## src/track_bbox_and_climb_stats_assert.svh

```systemverilog
// Assertion helpers shared by the track statistics modules.
// Both expect clk_i and rst_ni (active low) in the scope of use.
`ifndef TRACK_BBOX_AND_CLIMB_STATS_ASSERT_SVH
`define TRACK_BBOX_AND_CLIMB_STATS_ASSERT_SVH

// Same-cycle implication.
`define TBCS_ASSERT_IMP(lbl, ante, cons, msg) \
  lbl: assert property (@(posedge clk_i) disable iff (!rst_ni) (ante) |-> (cons)) \
    else $error(msg);

// Next-cycle implication.
`define TBCS_ASSERT_NXT(lbl, ante, cons, msg) \
  lbl: assert property (@(posedge clk_i) disable iff (!rst_ni) (ante) |=> (cons)) \
    else $error(msg);

`endif

```

## src/tbcs_pkg.sv

```systemverilog
package tbcs_pkg;

  localparam int LatW  = 28;
  localparam int LonW  = 29;
  localparam int EleW  = 21;
  localparam int CntW  = 32;
  localparam int TotW  = 32;
  localparam int HystW = 17;

  localparam logic [HystW-1:0] HystReset = 17'd500;

  // Per-point request into the elevation unit
  typedef struct packed {
    logic            new_track;
    logic            ele_valid;
    logic [EleW-1:0] ele_cm;
  } ele_req_t;

  // Elevation statistics after the last accepted point
  typedef struct packed {
    logic            seen;
    logic [EleW-1:0] low;
    logic [EleW-1:0] high;
    logic [TotW-1:0] climb;
    logic [TotW-1:0] descent;
  } ele_stats_t;

endpackage

```

## src/tbcs_ele.sv

```systemverilog
`include "track_bbox_and_climb_stats_assert.svh"

module tbcs_ele
  import tbcs_pkg::*;
(
  input  logic             clk_i,
  input  logic             rst_ni,
  input  logic             en_i,
  input  ele_req_t         req_i,
  input  logic [HystW-1:0] hyst_i,
  output ele_stats_t       stats_o
);

  logic            seen_q, seen_d;
  logic [EleW-1:0] ref_q, ref_d;
  logic [EleW-1:0] low_q, low_d;
  logic [EleW-1:0] high_q, high_d;
  logic [TotW-1:0] climb_q, climb_d;
  logic [TotW-1:0] descent_q, descent_d;

  // state as seen by this point (new track clears first)
  logic            seen_b;
  logic [EleW-1:0] ref_b, low_b, high_b;
  logic [TotW-1:0] climb_b, descent_b;

  logic [EleW:0]   diff;       // ele - reference, one bit wider
  logic [EleW+1:0] diff_x;
  logic [EleW+1:0] hyst_x;
  logic [EleW+1:0] desc_sum;
  logic [EleW:0]   diff_neg;
  logic            climb_hit, desc_hit;
  logic [TotW:0]   climb_sum, descent_sum;

  always_comb begin
    seen_b    = req_i.new_track ? 1'b0 : seen_q;
    ref_b     = req_i.new_track ? '0 : ref_q;
    low_b     = req_i.new_track ? '0 : low_q;
    high_b    = req_i.new_track ? '0 : high_q;
    climb_b   = req_i.new_track ? '0 : climb_q;
    descent_b = req_i.new_track ? '0 : descent_q;

    diff      = {req_i.ele_cm[EleW-1], req_i.ele_cm} - {ref_b[EleW-1], ref_b};
    diff_x    = {diff[EleW], diff};
    hyst_x    = {{(EleW+2-HystW){1'b0}}, hyst_i};
    climb_hit = $signed(diff_x) >= $signed(hyst_x);
    // diff <= -hyst  <=>  diff + hyst <= 0
    desc_sum  = diff_x + hyst_x;
    desc_hit  = desc_sum[EleW+1] || (desc_sum == '0);
    diff_neg  = '0 - diff;

    climb_sum   = {1'b0, climb_b} + {{(TotW+1-EleW){1'b0}}, diff[EleW-1:0]};
    descent_sum = {1'b0, descent_b} + {{(TotW-EleW){1'b0}}, diff_neg};

    seen_d    = seen_b;
    ref_d     = ref_b;
    low_d     = low_b;
    high_d    = high_b;
    climb_d   = climb_b;
    descent_d = descent_b;

    if (req_i.ele_valid) begin
      if (!seen_b) begin
        // first elevation sets the reference, low and high, and adds no climb or descent
        seen_d = 1'b1;
        ref_d  = req_i.ele_cm;
        low_d  = req_i.ele_cm;
        high_d = req_i.ele_cm;
      end else begin
        if ($signed(req_i.ele_cm) < $signed(low_b))  low_d  = req_i.ele_cm;
        if ($signed(req_i.ele_cm) > $signed(high_b)) high_d = req_i.ele_cm;
        priority if (climb_hit) begin
          climb_d = climb_sum[TotW] ? '1 : climb_sum[TotW-1:0];
          ref_d   = req_i.ele_cm;
        end else if (desc_hit) begin
          descent_d = descent_sum[TotW] ? '1 : descent_sum[TotW-1:0];
          ref_d     = req_i.ele_cm;
        end
      end
    end
  end

  always_ff @(posedge clk_i or negedge rst_ni) begin
    if (!rst_ni) begin
      seen_q    <= 1'b0;
      ref_q     <= '0;
      low_q     <= '0;
      high_q    <= '0;
      climb_q   <= '0;
      descent_q <= '0;
    end else if (en_i) begin
      seen_q    <= seen_d;
      ref_q     <= ref_d;
      low_q     <= low_d;
      high_q    <= high_d;
      climb_q   <= climb_d;
      descent_q <= descent_d;
    end
  end

  assign stats_o.seen    = seen_q;
  assign stats_o.low     = low_q;
  assign stats_o.high    = high_q;
  assign stats_o.climb   = climb_q;
  assign stats_o.descent = descent_q;

  `TBCS_ASSERT_IMP(a_ele_order, seen_q, $signed(low_q) <= $signed(high_q),
                   "elevation min above max")
  `TBCS_ASSERT_IMP(a_ele_unseen_zero, !seen_q,
                   (low_q == '0) && (high_q == '0) &&
                   (climb_q == '0) && (descent_q == '0),
                   "elevation stats set before any elevation")
  `TBCS_ASSERT_NXT(a_climb_monotonic, en_i && !req_i.new_track,
                   (climb_q >= $past(climb_q)) && (descent_q >= $past(descent_q)),
                   "climb or descent total decreased within a track")

endmodule

```

## src/track_bbox_and_climb_stats.sv

```systemverilog
// Channel   Direction  Handshake                 Payload
// in        input      in_valid_i / in_stall_o   new_track, lat, lon, ele_valid, ele
// out       output     out_valid_o / out_stall_i bbox, point_count, elevation stats
// cfg       input      cfg_valid_i / cfg_ready_o hysteresis_cm (cfg_data_i)
//
// One point per cycle while in_stall_o is low; its result appears in the cycle after acceptance.
// The statistics registers are the result register: one compare/add level per point.
// in_stall_o follows out_stall_i while a result is held; cfg is always ready.
// Reset clears all statistics and loads the hysteresis threshold with 500 cm.
`include "track_bbox_and_climb_stats_assert.svh"

module track_bbox_and_climb_stats
  import tbcs_pkg::*;
(
  input  logic             clk_i,
  input  logic             rst_ni,

  input  logic             in_valid_i,
  output logic             in_stall_o,
  input  logic             new_track_i,
  input  logic [LatW-1:0]  lat_udeg_i,
  input  logic [LonW-1:0]  lon_udeg_i,
  input  logic             ele_valid_i,
  input  logic [EleW-1:0]  ele_cm_i,

  output logic             out_valid_o,
  input  logic             out_stall_i,
  output logic [LatW-1:0]  min_lat_udeg_o,
  output logic [LatW-1:0]  max_lat_udeg_o,
  output logic [LonW-1:0]  min_lon_udeg_o,
  output logic [LonW-1:0]  max_lon_udeg_o,
  output logic [CntW-1:0]  point_count_o,
  output logic             has_elevation_o,
  output logic [EleW-1:0]  min_ele_cm_o,
  output logic [EleW-1:0]  max_ele_cm_o,
  output logic [TotW-1:0]  climb_cm_o,
  output logic [TotW-1:0]  descent_cm_o,

  input  logic             cfg_valid_i,
  output logic             cfg_ready_o,
  input  logic [HystW-1:0] cfg_data_i
);

  logic             in_acc;
  logic             out_valid_q;
  logic [HystW-1:0] hyst_q;

  logic [CntW-1:0]  count_q, count_d, cnt_b;
  logic [LatW-1:0]  lat_lo_q, lat_lo_d, lat_hi_q, lat_hi_d;
  logic [LonW-1:0]  lon_lo_q, lon_lo_d, lon_hi_q, lon_hi_d;
  logic [LatW-1:0]  lat_lo_b, lat_hi_b;
  logic [LonW-1:0]  lon_lo_b, lon_hi_b;
  logic             first_pt;

  ele_req_t         ele_req;
  ele_stats_t       ele_stats;

  assign in_stall_o  = out_valid_q && out_stall_i;
  assign in_acc      = in_valid_i && !in_stall_o;
  assign cfg_ready_o = 1'b1;

  always_ff @(posedge clk_i or negedge rst_ni) begin
    if (!rst_ni) begin
      hyst_q <= HystReset;
    end else if (cfg_valid_i && cfg_ready_o) begin
      hyst_q <= cfg_data_i;
    end
  end

  always_comb begin
    cnt_b    = new_track_i ? '0 : count_q;
    first_pt = (cnt_b == '0);
    // first point of a track seeds the box
    lat_lo_b = first_pt ? lat_udeg_i : lat_lo_q;
    lat_hi_b = first_pt ? lat_udeg_i : lat_hi_q;
    lon_lo_b = first_pt ? lon_udeg_i : lon_lo_q;
    lon_hi_b = first_pt ? lon_udeg_i : lon_hi_q;

    lat_lo_d = ($signed(lat_udeg_i) < $signed(lat_lo_b)) ? lat_udeg_i : lat_lo_b;
    lat_hi_d = ($signed(lat_udeg_i) > $signed(lat_hi_b)) ? lat_udeg_i : lat_hi_b;
    lon_lo_d = ($signed(lon_udeg_i) < $signed(lon_lo_b)) ? lon_udeg_i : lon_lo_b;
    lon_hi_d = ($signed(lon_udeg_i) > $signed(lon_hi_b)) ? lon_udeg_i : lon_hi_b;

    count_d  = (&cnt_b) ? cnt_b : cnt_b + 1'b1;
  end

  always_ff @(posedge clk_i or negedge rst_ni) begin
    if (!rst_ni) begin
      count_q  <= '0;
      lat_lo_q <= '0;
      lat_hi_q <= '0;
      lon_lo_q <= '0;
      lon_hi_q <= '0;
    end else if (in_acc) begin
      count_q  <= count_d;
      lat_lo_q <= lat_lo_d;
      lat_hi_q <= lat_hi_d;
      lon_lo_q <= lon_lo_d;
      lon_hi_q <= lon_hi_d;
    end
  end

  always_ff @(posedge clk_i or negedge rst_ni) begin
    if (!rst_ni) begin
      out_valid_q <= 1'b0;
    end else begin
      out_valid_q <= in_acc || (out_valid_q && out_stall_i);
    end
  end

  assign ele_req.new_track = new_track_i;
  assign ele_req.ele_valid = ele_valid_i;
  assign ele_req.ele_cm    = ele_cm_i;

  tbcs_ele u_ele (
    .clk_i   (clk_i),
    .rst_ni  (rst_ni),
    .en_i    (in_acc),
    .req_i   (ele_req),
    .hyst_i  (hyst_q),
    .stats_o (ele_stats)
  );

  assign out_valid_o     = out_valid_q;
  assign min_lat_udeg_o  = lat_lo_q;
  assign max_lat_udeg_o  = lat_hi_q;
  assign min_lon_udeg_o  = lon_lo_q;
  assign max_lon_udeg_o  = lon_hi_q;
  assign point_count_o   = count_q;
  assign has_elevation_o = ele_stats.seen;
  assign min_ele_cm_o    = ele_stats.low;
  assign max_ele_cm_o    = ele_stats.high;
  assign climb_cm_o      = ele_stats.climb;
  assign descent_cm_o    = ele_stats.descent;

  `TBCS_ASSERT_NXT(a_acc_gives_result, in_acc, out_valid_q,
                   "accepted request produced no result")
  `TBCS_ASSERT_NXT(a_new_track_count, in_acc && new_track_i, count_q == 32'd1,
                   "new track did not restart point count")
  `TBCS_ASSERT_IMP(a_bbox_order, count_q != '0,
                   ($signed(lat_lo_q) <= $signed(lat_hi_q)) &&
                   ($signed(lon_lo_q) <= $signed(lon_hi_q)),
                   "bounding box inverted")
  `TBCS_ASSERT_NXT(a_stats_hold, !in_acc, $stable(count_q) && $stable(lat_lo_q),
                   "statistics changed without a request")

endmodule
```

## config.mk

```make
export PLATFORM = sky130hd
export DESIGN_NAME = track_bbox_and_climb_stats
export DESIGN_NICKNAME = d
export VERILOG_FILES = /design/src/tbcs_pkg.sv /design/src/tbcs_ele.sv /design/src/track_bbox_and_climb_stats.sv
export VERILOG_INCLUDE_DIRS = /design/src /design/src/src
export SDC_FILE = /design/constraint.sdc
export NUM_CORES = 1
export LEC_CHECK = 0
export ABC_AREA = 1
export BUFFER_PORTS_ARGS = -buffer_cell sky130_fd_sc_hd__clkbuf_2
export CAP_MARGIN = 30
export CORE_MARGIN = 2
export CORE_UTILIZATION = 32
export CTS_CLUSTER_DIAMETER = 50
export CTS_CLUSTER_SIZE = 10
export DETAILED_ROUTE_END_ITERATION = 8
export GPL_TIMING_DRIVEN = 0
export PLACE_DENSITY = 0.58
export SYNTH_ARGS = -nofsm -noshare
export SYNTH_HDL_FRONTEND = slang
export SYNTH_SLANG_ARGS = --single-unit
```

## constraint.sdc

```tcl
create_clock -name clk_i -period 4.83 [get_ports clk_i]
set_input_delay 0.966 -clock clk_i [delete_from_list [all_inputs] [get_ports clk_i]]
set_output_delay 0.966 -clock clk_i [all_outputs]
set_load 0.02 [all_outputs]
```

* Yosys cells after proc, flatten, opt, wreduce, memory -nomap -nowiden
Cells that the tools add are included.
** Storage, ports and cells
- Register bits after elaboration :: 292
- Input port bits :: 102
- Logic and storage cells :: 70
** Operators by class
- Add/sub/neg operators :: 6
- Order comparisons :: 7
- Mux-type cells :: 36
- Reduce and logical (&&, ||, !) cells :: 8
** Operators with widths (number)
- $mux W32 :: 13
- $mux W21 :: 13
- $mux W29 :: 4
- $mux W28 :: 4
- $add A32 B21 Y33 :: 1
- $add A32 B22 Y33 :: 1
- $add A32 B1 Y32 const B :: 1
- $logic_not A32 Y1 :: 1
- $reduce_and A32 Y1 :: 1
- $gt A29 B29 Y1 :: 1
- $lt A29 B29 Y1 :: 1
- $gt A28 B28 Y1 :: 1
- $lt A28 B28 Y1 :: 1
- $add A22 B18 Y23 :: 1
- $logic_not A23 Y1 :: 1
- $ge A22 B18 Y1 :: 1
- $sub A1 B22 Y22 const A :: 1
- $sub A21 B21 Y22 :: 1
- $gt A21 B21 Y1 :: 1
- $lt A21 B21 Y1 :: 1
- $logic_and A1 B1 Y1 :: 2
- $logic_or A1 B1 Y1 :: 2
- $mux W1 :: 2
- $logic_not A1 Y1 :: 1

* Logic depth before layout (Yosys ltp)
Gate-level depths: netlist of the first run.
- Depth after elaboration :: 9
- Gate-level depth with buffers :: 40
- Gate-level depth less buffers :: 35

* Modules after synthesis
Synthesis of the first run repeated with hierarchy kept, for this count alone.
** Second synthesis, totals
- Cells, all modules :: 4133
- Area total of the unflattened synthesis :: 26835.7 µm²
** Modules (own cells, without submodules)
- tbcs_ele :: instances 1, cells an instance 2284, area each 14269.9 µm², seq. area each 3203.1 µm²
- track_bbox_and_climb_stats :: instances 1, cells an instance 1849, area each 12565.8 µm², seq. area each 4111.4 µm²

* Worst setup path before layout of the first run
Ideal clock, no wire load.
- Path kind :: in2reg
- Start :: in new_track_i
- End :: reg u_ele.descent_q[23]
- Library setup time :: 82 ps
- Data arrival time :: 6553 ps
- Data required time :: 4748 ps
- Slack :: -1805 ps
- Cell stages on the path :: 35
- Cells stage by stage :: buf_4 > buf_6 > buf_2 > buf_1 > clkbuf_1 > clkbuf_1 > nor2_1 > ha_1 > fa_1 > inv_1 > nand3_1 > nand3_1 > xnor2_1 > inv_1 > nor3b_2 > nand3_1 > inv_1 > nand4_1 > nor3_2 > nor3b_2 > nand2_1 > nor2_1 > xor2_1 > ha_1 > nand2_1 > nor3_1 > nand3_1 > a31oi_1 > nand4_1 > nand2_1 > inv_1 > nand2_1 > buf_2 > o21ai_0 > o22ai_1
** Between the ends
- Word-level cells in the longest chain between the ends :: 9
- Elaborated cells on any way between the ends :: 15
- Classes of those cells :: add/sub (4); order compare (1); mux (8); reduce/logical (2)
** RTL lines
- start, declared :: RTL line track_bbox_and_climb_stats.sv:20 : input logic new_track_i,
- $mux W21 :: RTL line tbcs_ele.sv:36 : ref_b = req_i.new_track ? '0 : ref_q;
- $sub A21 B21 Y22 :: RTL line tbcs_ele.sv:42 : diff = {req_i.ele_cm[EleW-1], req_i.ele_cm} - {ref_b[EleW-1], ref_b};
- $sub A1 B22 Y22 or $add A22 B18 Y23 (tied branches) :: RTL line tbcs_ele.sv:49, tbcs_ele.sv:47
- $add A32 B22 Y33 or $logic_not A23 Y1 (tied branches) :: RTL line tbcs_ele.sv:52, tbcs_ele.sv:48
- $mux W32 or $logic_or A1 B1 Y1 (tied branches) :: RTL line tbcs_ele.sv:75, tbcs_ele.sv:48
- $mux W32 :: RTL line tbcs_ele.sv:74 : end else if (desc_hit) begin
- $mux W32 :: RTL line tbcs_ele.sv:71 : priority if (climb_hit) begin
- $mux W32 :: RTL line tbcs_ele.sv:62 : if (!seen_b) begin
- $mux W32 (*) :: RTL line tbcs_ele.sv:61 : if (req_i.ele_valid) begin
- end signal, assigned :: RTL line tbcs_ele.sv:96 : descent_q <= descent_d;
- end, declared :: RTL line tbcs_ele.sv:19 : logic [TotW-1:0] descent_q, descent_d;
Every way passes the cells marked *; elsewhere a longest branch is shown, timed or not.
A chain may end at the register's enable or synchronous reset.

* Worst setup path after layout of the first run
- Start :: in new_track_i
- End :: reg u_ele.descent_q[13]
The elaborated chain is that of the path after synthesis.

==> flow_summary.yaml, run 1 <==
sta:
  slew_headroom_pct: 23.2
  fmax_ghz: 0.179
  holdWs_ns: 0.290
  worstMarginPinSlew_ns: 1.14
  setup_ws_ns: -0.754
  rsz0062_at_grt: "yes"
  drv_slew: 0
  finalHoldViolations: 0
  setup_violations: 85
  finalCritPeriodShare_pct: 116
  finClkSkew_ns: 0.0647
  fin_crit_ns: 5.58
setup_path:
  cpMostUsedCell: "nand2_2"
  worstPathMaxFanout: 6
  cpMaxStageDelayCell: "ha_1"
  r2r_slack_ns: -0.32
  path_class: "in -> reg"
  cp.required_ns: 5.35
  max_stage_delay_ns: 0.44
  arrival_ns: 6.10
  path_buf_inv: 10
  startpoint_type: "input port"
  reg2reg_depth: 28
  r2r-start: "u_ele.ref_q[0]$_DFFE_PN0P_"
  crit_family: "simple AND/OR/NAND/NOR gates"
  crit_path_end_kind: "flop"
  worst_r2r_endpoint: "u_ele.descent_q[13]$_DFFE_PN0P_"
yosys:
  synth-edff-count: 0
  netlist_area_um2: 25900
  synth.distinct_cells: 63
  ys_ff_latch: 292
  synthCells: 3898
  yosysSeqAreaShare_pct: 28.2
  syn_avg_cell_area_um2: 6.65
  synth_warnings: 0
  synth_flop_cell: "dfrtp_1"
  syn_nets: 4257
  async_flop_share_pct: 100
floorplan:
  design.portCount: 358
  die_h_um: 289
  die-area_um2: 83300
  fp.dieW_um: 289
  rows: 104
  coreArea_um2: 80400
  start_util_pct: 32.2
layout:
  layout-drive-gt1-share_pct: 23.0
  multi_input_area_um2: 17600
  seq_area_um2: 7310
  fillers: 8242
  syn2layout_area_growth_pct: 35.2
  fin_nets: 4833
  layout_commonest_cell: "nand2_1"
  layout_common_cells: "nand2_1, inv_1, clkbuf_2"
global_route:
  gr-total-overflow: 0
  antenna_found_initial: 6
  grt_pass1_vias: 27500
  grt_pass1_wl_mm: 162
  grt_max_degree: 101
  track_usage_pct: 25.1
status:
  violations: "setup timing"
  status: "finished, violations left"
hold_path:
  min-delay-path-class: "in -> async"
routing:
  drt_iter0_drc: 1923
  ant_nets: 0
  first_pass_iters: 6
  drc_errors: 0
  vias: 28500
  wl_mm: 107
  wl_per_cell_um: 19.1
  via_per_inst: 5.11
power_and_ir_drop:
  irDropWorstVdd_uv: 369
  leakage_nw: 17.7
  power_density_nw_per_um2: 526
  power_mw: 18.4
place:
  io_buffers: 354
  post-place-ws_ns: -2.98
  hpwlAfterDp_mm: 81.6
  globalplace.congestion: 0.937
clock_tree:
  cts_buffer_depth: 3
  cts-htree-levels: 2
  clockRootBuffer: "clkbuf_16"
  clk_latency_ns: 0.65
  cts_tree: "yes"
  cts_sinks: 292
  cts_buffers: 60
  clk_transition_reported_paths_ns: 0.05
flow_run:
  cap_violations: 0
[where the power goes]
part	total, mW	internal (mW)	switching [mW]
Sequential	3.73	3.13	0.598
Combinational	10.3	3.61	6.65
Clock	4.46	2.82	1.63
[worst max-delay path by stage]
| stage | startpoint | end | cells after the start |
|---|---|---|---|
| detailed placement | new_track_i | u_ele.descent_q[21]$_DFFE_PN0P_ | 34 |
| floorplan | new_track_i | u_ele.descent_q[23]$_DFFE_PN0P_ | 31 |
| global placement | rst_ni | min_lon_udeg_o[8]$_DFFE_PN0P_ | 1 |
| CTS | new_track_i | u_ele.descent_q[26]$_DFFE_PN0P_ | 33 |
| finish | new_track_i | u_ele.descent_q[13]$_DFFE_PN0P_ | 33 |
| global route | new_track_i | u_ele.descent_q[14]$_DFFE_PN0P_ | 33 |
[metrics by stage]
step            TNS, ns  std cells  utilization (%)  instance area (µm²)
2_1_floorplan    -48.85       3898                -                26400
3_3_place_gp   -1629.47       5312             36.7                29500
3_5_place_dp    -383.94       5320             36.9                29700
4_1_cts          -29.21       5558             42.5                34200
5_1_grt          -59.99       5587             43.6                35000
6_report         -36.93       5587             43.6                35000
[final cells by class]
| cell class | instances | share of cell area (%) |
|---|---|---|
| buffer | 144 | 3.03 |
| antenna | 2 | 0.0143 |
| clock inverter | 43 | 1.59 |
| clock buffer | 70 | 4.53 |
| multi-input combinational | 2885 | 50.3 |
| tap | 1060 | 3.78 |
| timing repair buffer | 515 | 9.51 |
| sequential | 292 | 20.9 |
| inverter | 576 | 6.36 |
[per-layer routing]
metal,GRT usage (%),wire (µm),vias up
met4,11.2,5080,8
met2,40.8,48700,966
met3,5.05,7710,267
met5,0,57,-
li1,-,-,13900
met1,32.1,45400,13400
[registers in the layout (all words and copies together), names as in the netlist]
name             flops
max_lon_udeg_o      29
u_ele.climb_q       32
u_ele.seen_q         1
min_lon_udeg_o      29
hyst_q              17
max_lat_udeg_o      28
min_lat_udeg_o      28
u_ele.high_q        21
u_ele.low_q         21
u_ele.descent_q     32
u_ele.ref_q         21
point_count_o       32
out_valid_o          1
[worst reg2reg max path: cells and delay by family, from the launching register on]
family | cells | cell delay (ns)
DFF | 1 | 0.37
buffers and inverters | 6 | 0.69
and+or+nand+nor | 15 | 2.29
AOI/OAI and AO/OA | 2 | 0.35
xor gates and xnor gates | 2 | 0.30
adders and majority gates | 3 | 1.02
[cell usage after synthesis (7+ instances only)]
master    number  area [µm²]
a31oi_1       26         163
o211ai_1      14         105
a21oi_1      318        1590
o21bai_1       9        67.6
o21ai_0      373        1870
nor2_2         7        43.8
o21ai_1       45         225
clkbuf_1      90         338
nand2_1     1028        3860
nand3_1      183         916
xor2_1        85         744
nand2_2       16         100
ha_1         253        3170
xnor2_1       44         385
buf_2         25         125
nor3_1        38         190
nor2_1       275        1030
nor4_1        16         100
dfrtp_1      286        7160
a21o_1         9        67.6
o21a_1         8        60.1
inv_2          7        26.3
buf_1         20        75.1
inv_1        566        2120
a22oi_1       18         135
nand4_1       50         313
[cell families (layout without fill, tap and decap cells)]
logic type | Yosys count | count (layout) | share of synthesized area (%)
other | 1 | 3 | 0.0145
adders and majority gates | 257 | 257 | 12.5
muxes | 1 | 1 | 0.0434
DFF | 292 | 292 | 28.2
and+or+nand+nor | 1648 | 1649 | 26.5
buffers and inverters | 722 | 1348 | 10.8
AOI/OAI and AO/OA | 848 | 848 | 17.5
xor gates and xnor gates | 129 | 129 | 4.36
[timing repair]
action	CTS	global route
setup buffers	119	31
pin swaps	102	70
endpoints found under the setup margin	199	191
hold buffers	0	0
resized for setup	315	201
cloned	8	0
(Power assumes the default switching activity.)
==> run 2: changes to the inputs <==
--- a/config.mk
+++ b/config.mk
@@ -10,3 +10,3 @@
 export BUFFER_PORTS_ARGS = -buffer_cell sky130_fd_sc_hd__clkbuf_2
-export CAP_MARGIN = 30
+export CAP_MARGIN = 20
 export CORE_MARGIN = 2
--- a/constraint.sdc
+++ b/constraint.sdc
@@ -3,2 +3,2 @@
 set_output_delay 0.966 -clock clk_i [all_outputs]
-set_load 0.02 [all_outputs]
+set_load 0.05 [all_outputs]
==> run 2 against run 1 <==
Net effect: register-to-register slack got worse by 0.21 ns; combinational power increased by 14%; global-route usage decreased by 0.22 points; setup slack got worse by 0.085 ns; clock-buffer cell count decreased by 1; power increased by 6.9%; critical endpoint is now u_ele.descent_q[16]$_DFFE_PN0P_; the run still ends with setup timing left; final area decreased by 1.1%.
==> flow_summary.yaml, run 2 (synthesized netlist as in run 1, its figures left out) <==
routing:
  wl_mm: 107
  vias: 28300
  ant_nets: 0
  via_per_inst: 5.09
  wl_per_cell_um: 19.2
  drc_errors: 0
  drt_iter0_drc: 2038
  first_pass_iters: 5
setup_path:
  crit_path_end_kind: "flop"
  path_buf_inv: 10
  arrival_ns: 6.15
  cpMaxStageDelayCell: "fa_2"
  r2r-start: "u_ele.ref_q[0]$_DFFE_PN0P_"
  max_stage_delay_ns: 0.41
  startpoint_type: "input port"
  r2r_slack_ns: -0.53
  crit_family: "simple AND/OR/NAND/NOR gates"
  worstPathMaxFanout: 5
  path_class: "in -> reg"
  critPathLaunch: "new_track_i"
  reg2reg_depth: 31
  cp.required_ns: 5.31
  cp.depth: 34
floorplan:
  design.portCount: 358
  die-area_um2: 83300
  start_util_pct: 32.2
  coreArea_um2: 80400
  die_h_um: 289
  fp.dieW_um: 289
  rows: 104
power_and_ir_drop:
  power_density_nw_per_um2: 569
  leakage_nw: 17.5
  irDropWorstVdd_uv: 412
sta:
  finalHoldViolations: 0
  fmax_ghz: 0.176
  setup_ws_ns: -0.838
  finalSetupTns_ns: -36.20
  finalCritPeriodShare_pct: 117
  fin_crit_ns: 5.67
  finClkSkew_ns: 0.0648
  slew_headroom_pct: 29.4
  setup_violations: 85
  drv_slew: 0
  rsz0062_at_grt: "yes"
  holdWs_ns: 0.255
  worstMarginPinSlew_ns: 1.06
clock_tree:
  cts-htree-levels: 2
  cts_buffer_depth: 3
  clk_latency_ns: 0.65
  clockRootBuffer: "clkbuf_16"
  cts_tree: "yes"
  clk_transition_reported_paths_ns: 0.05
  cts_buffers: 59
  cts_sinks: 292
flow_run:
  cap_violations: 0
global_route:
  track_usage_pct: 24.9
  grt_pass1_wl_mm: 161
  antenna_found_initial: 3
  grt_pass1_vias: 27100
  grt_max_degree: 98
  gr-total-overflow: 0
place:
  io_buffers: 354
  post-place-ws_ns: -3.13
  globalplace.congestion: 0.939
  hpwlAfterDp_mm: 81.4
layout:
  fin_nets: 4810
  seq_area_um2: 7310
  fillers: 8351
  postLayoutCoreUtil_pct: 43.1
  layout_common_cells: "nand2_1, inv_1, clkbuf_2"
  layout-drive-gt1-share_pct: 22.6
  multi_input_area_um2: 17600
  syn2layout_area_growth_pct: 33.7
  layout_commonest_cell: "nand2_1"
status:
  status: "finished, violations left"
  violations: "setup timing"
hold_path:
  min-delay-path-class: "in -> async"
run 2: metrics by stage:
| stage | cells | cell area, µm² | power, mW |
|---|---|---|---|
| 2_1_floorplan | 3898 | 26400 | 11.0 |
| 3_3_place_gp | 5312 | 29500 | 14.0 |
| 3_5_place_dp | 5315 | 29600 | 14.0 |
| 4_1_cts | 5514 | 33500 | 19.1 |
| 5_1_grt | 5562 | 34700 | 21.0 |
| 6_report | 5562 | 34700 | 19.7 |
run 2: routing by layer:
metal | part of all wire [%] | routed length [µm] | GRT usage [%] | up-vias
li1 | - | - | - | 13900
met1 | 43 | 45300 | 31.9 | 13300
met2 | 46 | 49200 | 40.8 | 928
met3 | 6.9 | 7390 | 4.99 | 225
met4 | 4.4 | 4670 | 10.0 | 2
met5 | 0.013 | 14 | 0 | -
run 2: worst paths after layout:
check                                             endpoint
min in group clk_i              u_ele.ref_q[0]$_DFFE_PN0P_
hold / removal                       hyst_q[9]$_DFFE_PN0P_
max in group asynchronous   max_lon_udeg_o[12]$_DFFE_PN0P_
setup reg to reg           u_ele.descent_q[16]$_DFFE_PN0P_
setup / recovery           u_ele.descent_q[16]$_DFFE_PN0P_
hold reg to reg                 u_ele.ref_q[0]$_DFFE_PN0P_
run 2: worst register-to-register path, delay by kind of cell (launching register included):
family / cells / cell delay, ns
flip-flops: 1 / 0.37
buffers and inverters: 7 / 0.76
AO/OA/AOI/OAI: 5 / 0.70
XOR/XNOR: 2 / 0.39
adder cells (fa/ha/maj): 3 / 0.83
AND/OR/NAND/NOR: 14 / 2.15
run 2: repair_timing:
action / CTS / global route
buffers inserted: 86 / 48
setup endpoints to repair: 199 / 191
resized for setup: 249 / 242
pin swaps: 73 / 113
hold buffers: 0 / 0
cloned: 4 / 2
run 2: final cells by class:
type / count / area share, %
Antenna cell: 2 / 0.0144
Inverter: 576 / 6.43
Multi-Input combinational cell: 2885 / 50.7
Sequential cell: 292 / 21.1
Clock inverter: 41 / 1.41
Clock buffer: 69 / 4.51
Tap cell: 1060 / 3.83
Buffer: 141 / 2.96
Timing Repair Buffer: 496 / 9.06
run 2: where the power goes:
group / internal, mW / switching (mW)
clock network: 2.71 / 1.58
logic: 3.60 / 8.10
registers: 3.13 / 0.604
total: 9.44 / 10.3
